### config.mk
export PLATFORM = sky130hd
export DESIGN_NAME = command_frame_builder_crc16
export DESIGN_NICKNAME = d
export VERILOG_FILES = /design/src/sv/cfb_pkg.sv /design/src/sv/command_frame_builder_crc16.sv /design/src/sv/cfb_crc.sv
export SDC_FILE = /design/constraint.sdc
export NUM_CORES = 1
export LEC_CHECK = 0
export CORE_MARGIN = 3
export CORE_UTILIZATION = 55
export DETAILED_ROUTE_END_ITERATION = 6
export DONT_BUFFER_PORTS = 1
export GPL_TIMING_DRIVEN = 0
export PLACE_DENSITY = 0.79
export SLEW_MARGIN = 30
export SYNTH_ARGS = -nofsm -noshare
export SYNTH_HDL_FRONTEND = slang
export SYNTH_SLANG_ARGS = --single-unit
### constraint.sdc
create_clock -name clk -period 3.6 [get_ports clk]
set_input_delay 0.18 -clock clk [delete_from_list [all_inputs] [get_ports clk]]
set_output_delay 0.18 -clock clk [all_outputs]
set_load 0.01 [all_outputs]
### src/sv/cfb_pkg.sv
`timescale 1ns / 1ps
// ----------------------------------------------------------------------------
// cfb_pkg: shared types and constants for the command frame builder
// Field codes, header bits, CRC-16 constants and the sequencer state type.
// ----------------------------------------------------------------------------
package cfb_pkg;

    // Request kind
    localparam logic MODE_WRITE = 1'b0;
    localparam logic MODE_READ  = 1'b1;

    // Target group codes
    localparam logic [1:0] TG_SINGLE   = 2'd0;
    localparam logic [1:0] TG_RESERVED = 2'd3;

    // Header bits
    localparam logic [7:0] HDR_BASE  = 8'h80;
    localparam logic [7:0] HDR_WRITE = 8'h10;

    // Largest read count code (read count minus one)
    localparam logic [7:0] READ_MAX_CODE = 8'd127;

    // CRC-16, reflected, no final xor
    localparam logic [15:0] CRC_INIT = 16'hFFFF;
    localparam logic [15:0] CRC_POLY = 16'hA001;

    // Frame sequencer states
    typedef enum logic [3:0] {
        ST_IDLE,
        ST_HDR,
        ST_DEV,
        ST_ADDR_HI,
        ST_ADDR_LO,
        ST_DATA,
        ST_CRC_LO,
        ST_CRC_HI,
        ST_REJECT
    } cfb_state_t;

    // Control from the sequencer to the CRC unit
    typedef struct packed {
        logic init;    // restart at CRC_INIT
        logic update;  // fold one byte into the CRC
    } cfb_crc_ctrl_t;

endpackage

### src/sv/command_frame_builder_crc16.sv
`timescale 1ns / 1ps
// ----------------------------------------------------------------------------
// command_frame_builder_crc16: daisy-chain command frame builder
// Turns one request into a command frame ending in a CRC-16, one byte per beat.
// ----------------------------------------------------------------------------
// A request is taken only while the block is idle. A valid request produces
// its frame (header, device id for single-device frames, address high and
// low, payload or read count code, CRC low and high) at one byte per cycle
// while the output is not stalled, with tlast on the final CRC byte; a frame
// is 6 to 14 bytes long. The byte sequencer drives the CRC unit, which folds
// in one byte per cycle while the output advances. An invalid request (bad
// length, bad read count, reserved group) yields one beat with data zero,
// tlast and the rejected flag. Output back-pressure stalls both beat for beat.
module command_frame_builder_crc16
#(
    parameter int MAX_PAYLOAD_BYTES = 8
)
(
    input  logic         clk,
    input  logic         rst_n,
    // Request channel
    input  logic         s_tvalid,
    output logic         s_tready,
    // s_tdata: device_id[7:0], register_address[23:8], write_data[87:24],
    //          data_length[91:88], read_count[99:92], zero[103:100]
    input  logic [103:0] s_tdata,
    // s_tuser: mode[0], target_group[2:1]
    input  logic [2:0]   s_tuser,
    // Frame byte channel
    output logic         m_tvalid,
    input  logic         m_tready,
    // m_tdata: frame_byte[7:0]
    output logic [7:0]   m_tdata,
    output logic         m_tlast,
    // m_tuser: rejected[0]
    output logic [0:0]   m_tuser
);
    import cfb_pkg::*;

    localparam int PAY_W = MAX_PAYLOAD_BYTES * 8;
    localparam int IDX_W = (MAX_PAYLOAD_BYTES > 1) ? $clog2(MAX_PAYLOAD_BYTES) : 1;

    // Request fields
    logic        in_mode;
    logic [1:0]  in_group;
    logic [7:0]  in_dev;
    logic [15:0] in_addr;
    logic [63:0] in_wdata;
    logic [3:0]  in_len;
    logic [7:0]  in_rcount;
    logic        req_ok;
    logic        accept;
    logic        advance;

    assign in_mode   = s_tuser[0];
    assign in_group  = s_tuser[2:1];
    assign in_dev    = s_tdata[7:0];
    assign in_addr   = s_tdata[23:8];
    assign in_wdata  = s_tdata[87:24];
    assign in_len    = s_tdata[91:88];
    assign in_rcount = s_tdata[99:92];

    // Request check
    always_comb
    begin
        if (in_group == TG_RESERVED)
            req_ok = 1'b0;
        else if (in_mode == MODE_WRITE)
            req_ok = (in_len != 4'd0) && ({28'd0, in_len} <= 32'(MAX_PAYLOAD_BYTES));
        else
            req_ok = (in_rcount != 8'd0) && ((in_rcount - 8'd1) <= READ_MAX_CODE);
    end

    // Registers
    cfb_state_t        state_reg, state_next;
    logic              mode_reg, mode_next;
    logic [1:0]        group_reg, group_next;
    logic [7:0]        dev_reg, dev_next;
    logic [15:0]       addr_reg, addr_next;
    logic [PAY_W-1:0]  payload_reg, payload_next;
    logic [IDX_W-1:0]  data_cnt_reg, data_cnt_next;
    logic [7:0]        read_code_reg, read_code_next;
    logic              m_tvalid_reg, m_tvalid_next;
    logic [7:0]        m_tdata_reg, m_tdata_next;
    logic              m_tlast_reg, m_tlast_next;
    logic              m_tuser_reg, m_tuser_next;

    // Sequencer outputs
    logic [7:0]        byte_sel;
    logic              last_sel;
    logic              rej_sel;
    cfb_crc_ctrl_t     crc_ctrl;
    logic [15:0]       crc;
    logic [7:0]        hdr_byte;

    assign s_tready = (state_reg == ST_IDLE);
    assign accept   = s_tvalid && s_tready;
    assign advance  = (state_reg != ST_IDLE) && (!m_tvalid_reg || m_tready);

    assign hdr_byte = HDR_BASE | {1'b0, group_reg, 5'b00000}
                    | ((mode_reg == MODE_WRITE)
                       ? (HDR_WRITE | {{(8-IDX_W){1'b0}}, data_cnt_reg}) : 8'h00);

    // Next state
    always_comb
    begin
        state_next = state_reg;
        unique case (state_reg)
            ST_IDLE:
            begin
                if (accept)
                    state_next = req_ok ? ST_HDR : ST_REJECT;
            end
            ST_HDR:
            begin
                if (advance)
                    state_next = (group_reg == TG_SINGLE) ? ST_DEV : ST_ADDR_HI;
            end
            ST_DEV:
            begin
                if (advance)
                    state_next = ST_ADDR_HI;
            end
            ST_ADDR_HI:
            begin
                if (advance)
                    state_next = ST_ADDR_LO;
            end
            ST_ADDR_LO:
            begin
                if (advance)
                    state_next = ST_DATA;
            end
            ST_DATA:
            begin
                if (advance && (mode_reg == MODE_READ || data_cnt_reg == '0))
                    state_next = ST_CRC_LO;
            end
            ST_CRC_LO:
            begin
                if (advance)
                    state_next = ST_CRC_HI;
            end
            ST_CRC_HI, ST_REJECT:
            begin
                if (advance)
                    state_next = ST_IDLE;
            end
            default:
                state_next = ST_IDLE;
        endcase
    end

    // Sequencer outputs: byte to send and CRC control
    always_comb
    begin
        byte_sel        = 8'h00;
        last_sel        = 1'b0;
        rej_sel         = 1'b0;
        crc_ctrl.init   = accept;
        crc_ctrl.update = 1'b0;
        unique case (state_reg)
            ST_HDR:
            begin
                byte_sel        = hdr_byte;
                crc_ctrl.update = advance;
            end
            ST_DEV:
            begin
                byte_sel        = dev_reg;
                crc_ctrl.update = advance;
            end
            ST_ADDR_HI:
            begin
                byte_sel        = addr_reg[15:8];
                crc_ctrl.update = advance;
            end
            ST_ADDR_LO:
            begin
                byte_sel        = addr_reg[7:0];
                crc_ctrl.update = advance;
            end
            ST_DATA:
            begin
                byte_sel        = (mode_reg == MODE_WRITE)
                                  ? payload_reg[{data_cnt_reg, 3'b000} +: 8] : read_code_reg;
                crc_ctrl.update = advance;
            end
            ST_CRC_LO:
                byte_sel = crc[7:0];
            ST_CRC_HI:
            begin
                byte_sel = crc[15:8];
                last_sel = 1'b1;
            end
            ST_REJECT:
            begin
                last_sel = 1'b1;
                rej_sel  = 1'b1;
            end
            default:
                byte_sel = 8'h00;
        endcase
    end

    // Request and payload registers
    always_comb
    begin
        mode_next      = mode_reg;
        group_next     = group_reg;
        dev_next       = dev_reg;
        addr_next      = addr_reg;
        payload_next   = payload_reg;
        data_cnt_next  = data_cnt_reg;
        read_code_next = read_code_reg;
        if (accept)
        begin
            mode_next      = in_mode;
            group_next     = in_group;
            dev_next       = in_dev;
            addr_next      = in_addr;
            payload_next   = in_wdata[PAY_W-1:0];
            data_cnt_next  = IDX_W'(in_len - 4'd1);
            read_code_next = in_rcount - 8'd1;
        end
        else if (state_reg == ST_DATA && advance && mode_reg == MODE_WRITE
                 && data_cnt_reg != '0)
        begin
            data_cnt_next = data_cnt_reg - 1'b1;
        end
    end

    // Output register
    always_comb
    begin
        m_tvalid_next = m_tvalid_reg;
        m_tdata_next  = m_tdata_reg;
        m_tlast_next  = m_tlast_reg;
        m_tuser_next  = m_tuser_reg;
        if (advance)
        begin
            m_tvalid_next = 1'b1;
            m_tdata_next  = byte_sel;
            m_tlast_next  = last_sel;
            m_tuser_next  = rej_sel;
        end
        else if (m_tready)
        begin
            m_tvalid_next = 1'b0;
        end
    end

    always_ff @(posedge clk or negedge rst_n)
    begin
        if (!rst_n)
        begin
            state_reg    <= ST_IDLE;
            m_tvalid_reg <= 1'b0;
        end
        else
        begin
            state_reg    <= state_next;
            m_tvalid_reg <= m_tvalid_next;
        end
    end

    always_ff @(posedge clk)
    begin
        mode_reg      <= mode_next;
        group_reg     <= group_next;
        dev_reg       <= dev_next;
        addr_reg      <= addr_next;
        payload_reg   <= payload_next;
        data_cnt_reg  <= data_cnt_next;
        read_code_reg <= read_code_next;
        m_tdata_reg   <= m_tdata_next;
        m_tlast_reg   <= m_tlast_next;
        m_tuser_reg   <= m_tuser_next;
    end

    // Shared CRC unit
    cfb_crc u_crc
    (
        .clk     (clk),
        .rst_n   (rst_n),
        .ctrl    (crc_ctrl),
        .data_in (byte_sel),
        .crc     (crc)
    );

    assign m_tvalid   = m_tvalid_reg;
    assign m_tdata    = m_tdata_reg;
    assign m_tlast    = m_tlast_reg;
    assign m_tuser[0] = m_tuser_reg;

    // Checks
    // A rejection is a single zero beat that also closes the request
    a_reject_beat: assert property (@(posedge clk) disable iff (!rst_n)
        (m_tvalid && m_tuser[0]) |-> (m_tlast && m_tdata == 8'h00))
        else $error("rejected beat without tlast or with nonzero data");

    // A valid request always starts with the header
    a_valid_starts: assert property (@(posedge clk) disable iff (!rst_n)
        (accept && req_ok) |=> (state_reg == ST_HDR))
        else $error("valid request did not start a frame");

    // Sending the CRC high byte ends the frame with tlast
    a_frame_end: assert property (@(posedge clk) disable iff (!rst_n)
        (state_reg == ST_CRC_HI && advance) |=>
            (state_reg == ST_IDLE && m_tvalid && m_tlast && !m_tuser[0]))
        else $error("frame did not close after the CRC high byte");

    // tlast appears only on the CRC high byte or a rejection
    a_last_source: assert property (@(posedge clk) disable iff (!rst_n)
        (advance && last_sel) |-> (state_reg == ST_CRC_HI || state_reg == ST_REJECT))
        else $error("tlast raised inside a frame");

endmodule

### src/sv/cfb_crc.sv
`timescale 1ns / 1ps
// ----------------------------------------------------------------------------
// cfb_crc: byte-wide CRC-16 accumulator
// Folds one frame byte per update into the running CRC register.
// ----------------------------------------------------------------------------
module cfb_crc
(
    input  logic                  clk,
    input  logic                  rst_n,
    input  cfb_pkg::cfb_crc_ctrl_t ctrl,
    input  logic [7:0]            data_in,
    output logic [15:0]           crc
);
    import cfb_pkg::*;

    logic [15:0] crc_reg;
    logic [15:0] crc_next;
    logic [15:0] crc_step;

    // Eight bit steps of the reflected polynomial
    always_comb
    begin
        crc_step = crc_reg ^ {8'h00, data_in};
        for (int k = 0; k < 8; k++)
        begin
            if (crc_step[0])
                crc_step = (crc_step >> 1) ^ CRC_POLY;
            else
                crc_step = crc_step >> 1;
        end
    end

    // Next CRC value
    always_comb
    begin
        priority if (ctrl.init)
            crc_next = CRC_INIT;
        else if (ctrl.update)
            crc_next = crc_step;
        else
            crc_next = crc_reg;
    end

    always_ff @(posedge clk or negedge rst_n)
    begin
        if (!rst_n)
            crc_reg <= CRC_INIT;
        else
            crc_reg <= crc_next;
    end

    assign crc = crc_reg;

endmodule
==> summary.md <==
| Metric | Value |
|---|---|
| Status | finished with violations |
| Failing checks | DRC |
| Endpoints failing setup | 0 |
| Row count | 37 |
| Initial DRT Pass Iterations | 7 |
| Reg2Reg Capture Point | data_cnt_reg[2]$_DFFE_PP_ |
| Cts bufs inserted | 17 |
| Routed Antenna Nets | 0 |
| Cell variety after synth | 65 |
| Worst Tran Pin Value | 839 ps |
| Worst IR Drop VDD | 814 uV |
| GRT overflow | 0 |
| Initial antenna violation count | 1 |
| Core ar. | 0.0106 mm2 |
| Dpl cells | 545 |
| Min-Delay Endpoint | state_reg[3]$_DFFE_PN0P_ |
| Met2 GRT Util | 0.431 |
| Sequential power share | 0.313 |
| Layout cells sized above 1 | 0.175 |
| CTS tree | done |
| Cells after Synth | 408 |
| Die W | 111 um |
| Global-route wire length before repair | 25.0 mm |
| Internal | 5.12 mW |
| CP Max Fanout | 41 |
| Dpl cell area | 0.00631 mm2 |
| Total of max-cap violations | 0 |
| Syn_area_per_cell | 15.0 um2 |
| Core Util, Final | 0.751 |
| Initial Util | 0.578 |
| Worst Skew | 9.35 ps |
| Port-buffer cells | 0 |
| Vias post-DR | 4,139 |
| Gr busiest metal | met2 |
| Cts repair resizes | 0 |
| Minimum clock period | 3310 ps |
| Vias in the first global route | 4,483 |
| Synth Flop Type | edfxtp_1 |
| Worst slew margin | 0.436 |
| Combinational fraction of design power | 0.478 |
| Number of synthesis warnings | 0 |
| WS Path Type | reg2reg |
| RSZ-0062 raised after global routing | false |
| Nature of the critical path endpoint | register |
| TNS Setup | 0 ps |
| Worst hold margin | 28.4 ps |
| Commonest non-fill, non-tap cell in the layout | edfxtp_1 |
| GR Util All Layers | 0.269 |
| Final worst path period share | 0.918 |
| Detailed Place HPWL | 9.44 mm |
| Post-layout instance area | 0.00793 mm2 |
| Reg-to-Reg Start | state_reg[0]$_DFFE_PN0P_ |
| Number of synthesized flops with an enable pin | 112 |
| Post-synth design cell area | 0.00610 mm2 |
| R2R cell count | 8 |
| Largest register FFs | 64 |
| M1 GR Usage | 0.334 |
| Worst EP required | 3880 ps |
| Worst Setup Start Kind | register |
| Worst Slack Setup Final | 294 ps |
| Register area share after synthesis | 0.641 |
| Most frequent cells in the layout | edfxtp_1 (112), dlygate4sd3_1 (106), nor2_1 (31) |
| Hold WC Path Type | in2reg |
| Net switching power | 2.54 mW |
| Yosys reg bits | 133 |
| Cell Count, Final, Fillers Out | 685 |
| Area delta synth->final | 29.9% |
| Worst EP arrival | 3590 ps |
| Clk buf depth | 2 |
| Pre-CTS setup slack | 295 ps |
| Nets | 649 |
| Gp weighted congestion | 0.933 |
| CTS Sinks | 133 |
| Reg2reg setup slack | 290 ps |
| WHS Path Cells | 4 |
| Routed WL per cell | 23.0 um |
| Full die area | 0.0124 mm2 |
| Pleak | 2.90 nW |
| Switching share of total power | 0.331 |
| Post-route DRC | 1 |
| Fmax | 302 MHz |
| Iteration-0 DRC Markers | 338 |
| Hold path startpoint | s_tdata[91] |
| Overall power | 7.66 mW |
| Die Span Y | 111 um |
| Final Hold Fails | 0 |
| Via density | 6.04 |
| FFs w/ async S/R, synth | 0.158 |
| WL final | 15.7 mm |
| Fin. max-slew vios | 0 |
| Largest net degree at the start of global routing | 69 |
| Synthesized Nets | 522 |
| Skew-Pair Late Insertion Delay | 540 ps |
| I/O pin total | 123 |
| Clk pwr share | 0.209 |
| Setup repair bufs after CTS | 0 |
| Worst Setup SP | state_reg[0]$_DFFE_PN0P_ |
| M3 GR Usage | 0.0908 |
| CTS Root Cell | clkbuf_8 |
| Clk slew on worst S/H paths | 60 ps |
| PwrDens | 967 mW/mm2 |
| H-tree Lvls | 4 |
==> synth_stat cells (3+ instances only) <==
master    count  area [um2]
xnor3_1       4        90.1
and3_1        5        31.3
nand3_1       4        20.0
inv_1        12        45.0
a22oi_1       4        30.0
buf_4         4        30.0
ha_1          3        37.5
nor2b_1       4        25.0
o22a_1        3        26.3
o32ai_1       3        26.3
xnor2_1      15         131
edfxtp_1    112        3360
buf_2         5        25.0
a21oi_1      18        90.1
mux2i_1      22         220
mux4_2       12         270
or2_2         3        18.8
o21ai_1       3        15.0
nand2b_1      5        31.3
clkbuf_1      4        15.0
dfstp_2      16         420
nor3_1       11        55.1
o21ai_0      17        85.1
o211ai_2      3        37.5
xor2_1        7        61.3
nand3b_1      4        30.0
o221ai_1      3        26.3
nand2_1      20        75.1
dfrtp_1       5         125
nor2_1       32         120
buf_6         5        56.3
==> worst max-delay path, stage by stage, from the launching register on <==
cell and delay [ps]:
dfrtp_1 450, buf_2 240, clkbuf_1 260, nor3_1 750, nand2_1 320, inv_6 400
mux2i_1 310, ha_1 220, xnor2_1 90
==> cells by family after synthesis <==
| group | Yosys count | synth area share |
|---|---|---|
| adders and majority gates | 3 | 0.00615 |
| AOI/OAI and AO/OA | 75 | 0.0892 |
| DFF | 133 | 0.641 |
| and+or+nand+nor | 97 | 0.0802 |
| muxes | 35 | 0.0822 |
| buffers and inverters | 33 | 0.0332 |
| xor gates and xnor gates | 32 | 0.0685 |
==> per-layer routing <==
metal	share of wire	up-vias	routed length (um)
met5	0	-	0
met4	0.032	0	500
met3	0.085	40	1340
met2	0.51	238	7960
met1	0.38	2046	5920
li1	-	1815	-
==> timing repair <==
action / in CTS / in global routing
hold endpoints to repair: 124 / 21
endpoints found under the setup margin: 0 / 0
hold buffers: 106 / 1
==> worst max-delay path by stage <==
stage	to	slack (ps)	cells past startpoint
after floorplan	data_cnt_reg[2]$_DFFE_PP_	70	8
after global placement	u_crc.crc[6]$_DFFE_PN1P_	-910	8
after detailed placement	data_cnt_reg[2]$_DFFE_PP_	300	8
after CTS	data_cnt_reg[2]$_DFFE_PP_	300	8
after global routing	u_crc.crc[0]$_DFFE_PN1P_	20	9
final	data_cnt_reg[2]$_DFFE_PP_	290	8
==> power by group through the flow <==
| stage | combinational, mW | clock, mW | sequential (mW) |
|---|---|---|---|
| 2_1_floorplan | 2.96 | 0 | 2.35 |
| 3_3_place_gp | 3.43 | 0 | 2.41 |
| 3_5_place_dp | 3.53 | 0 | 2.41 |
| 4_1_cts | 3.64 | 1.60 | 2.39 |
| 5_1_grt | 3.92 | 1.70 | 2.43 |
| 6_report | 3.66 | 1.60 | 2.40 |
==> layout make-up <==
class | instances | area [um2]
plain buffers | 20 | 154
clock inverters | 14 | 128
repair buffers | 108 | 1090
fillers | 629 | 2630
diodes | 1 | 2.50
multi-input cells | 242 | 2000
clock buffers | 18 | 418
well taps | 136 | 170
flip-flops and latches | 133 | 3910
inverters | 13 | 53.8
Power figures use the tool's default switching activity.
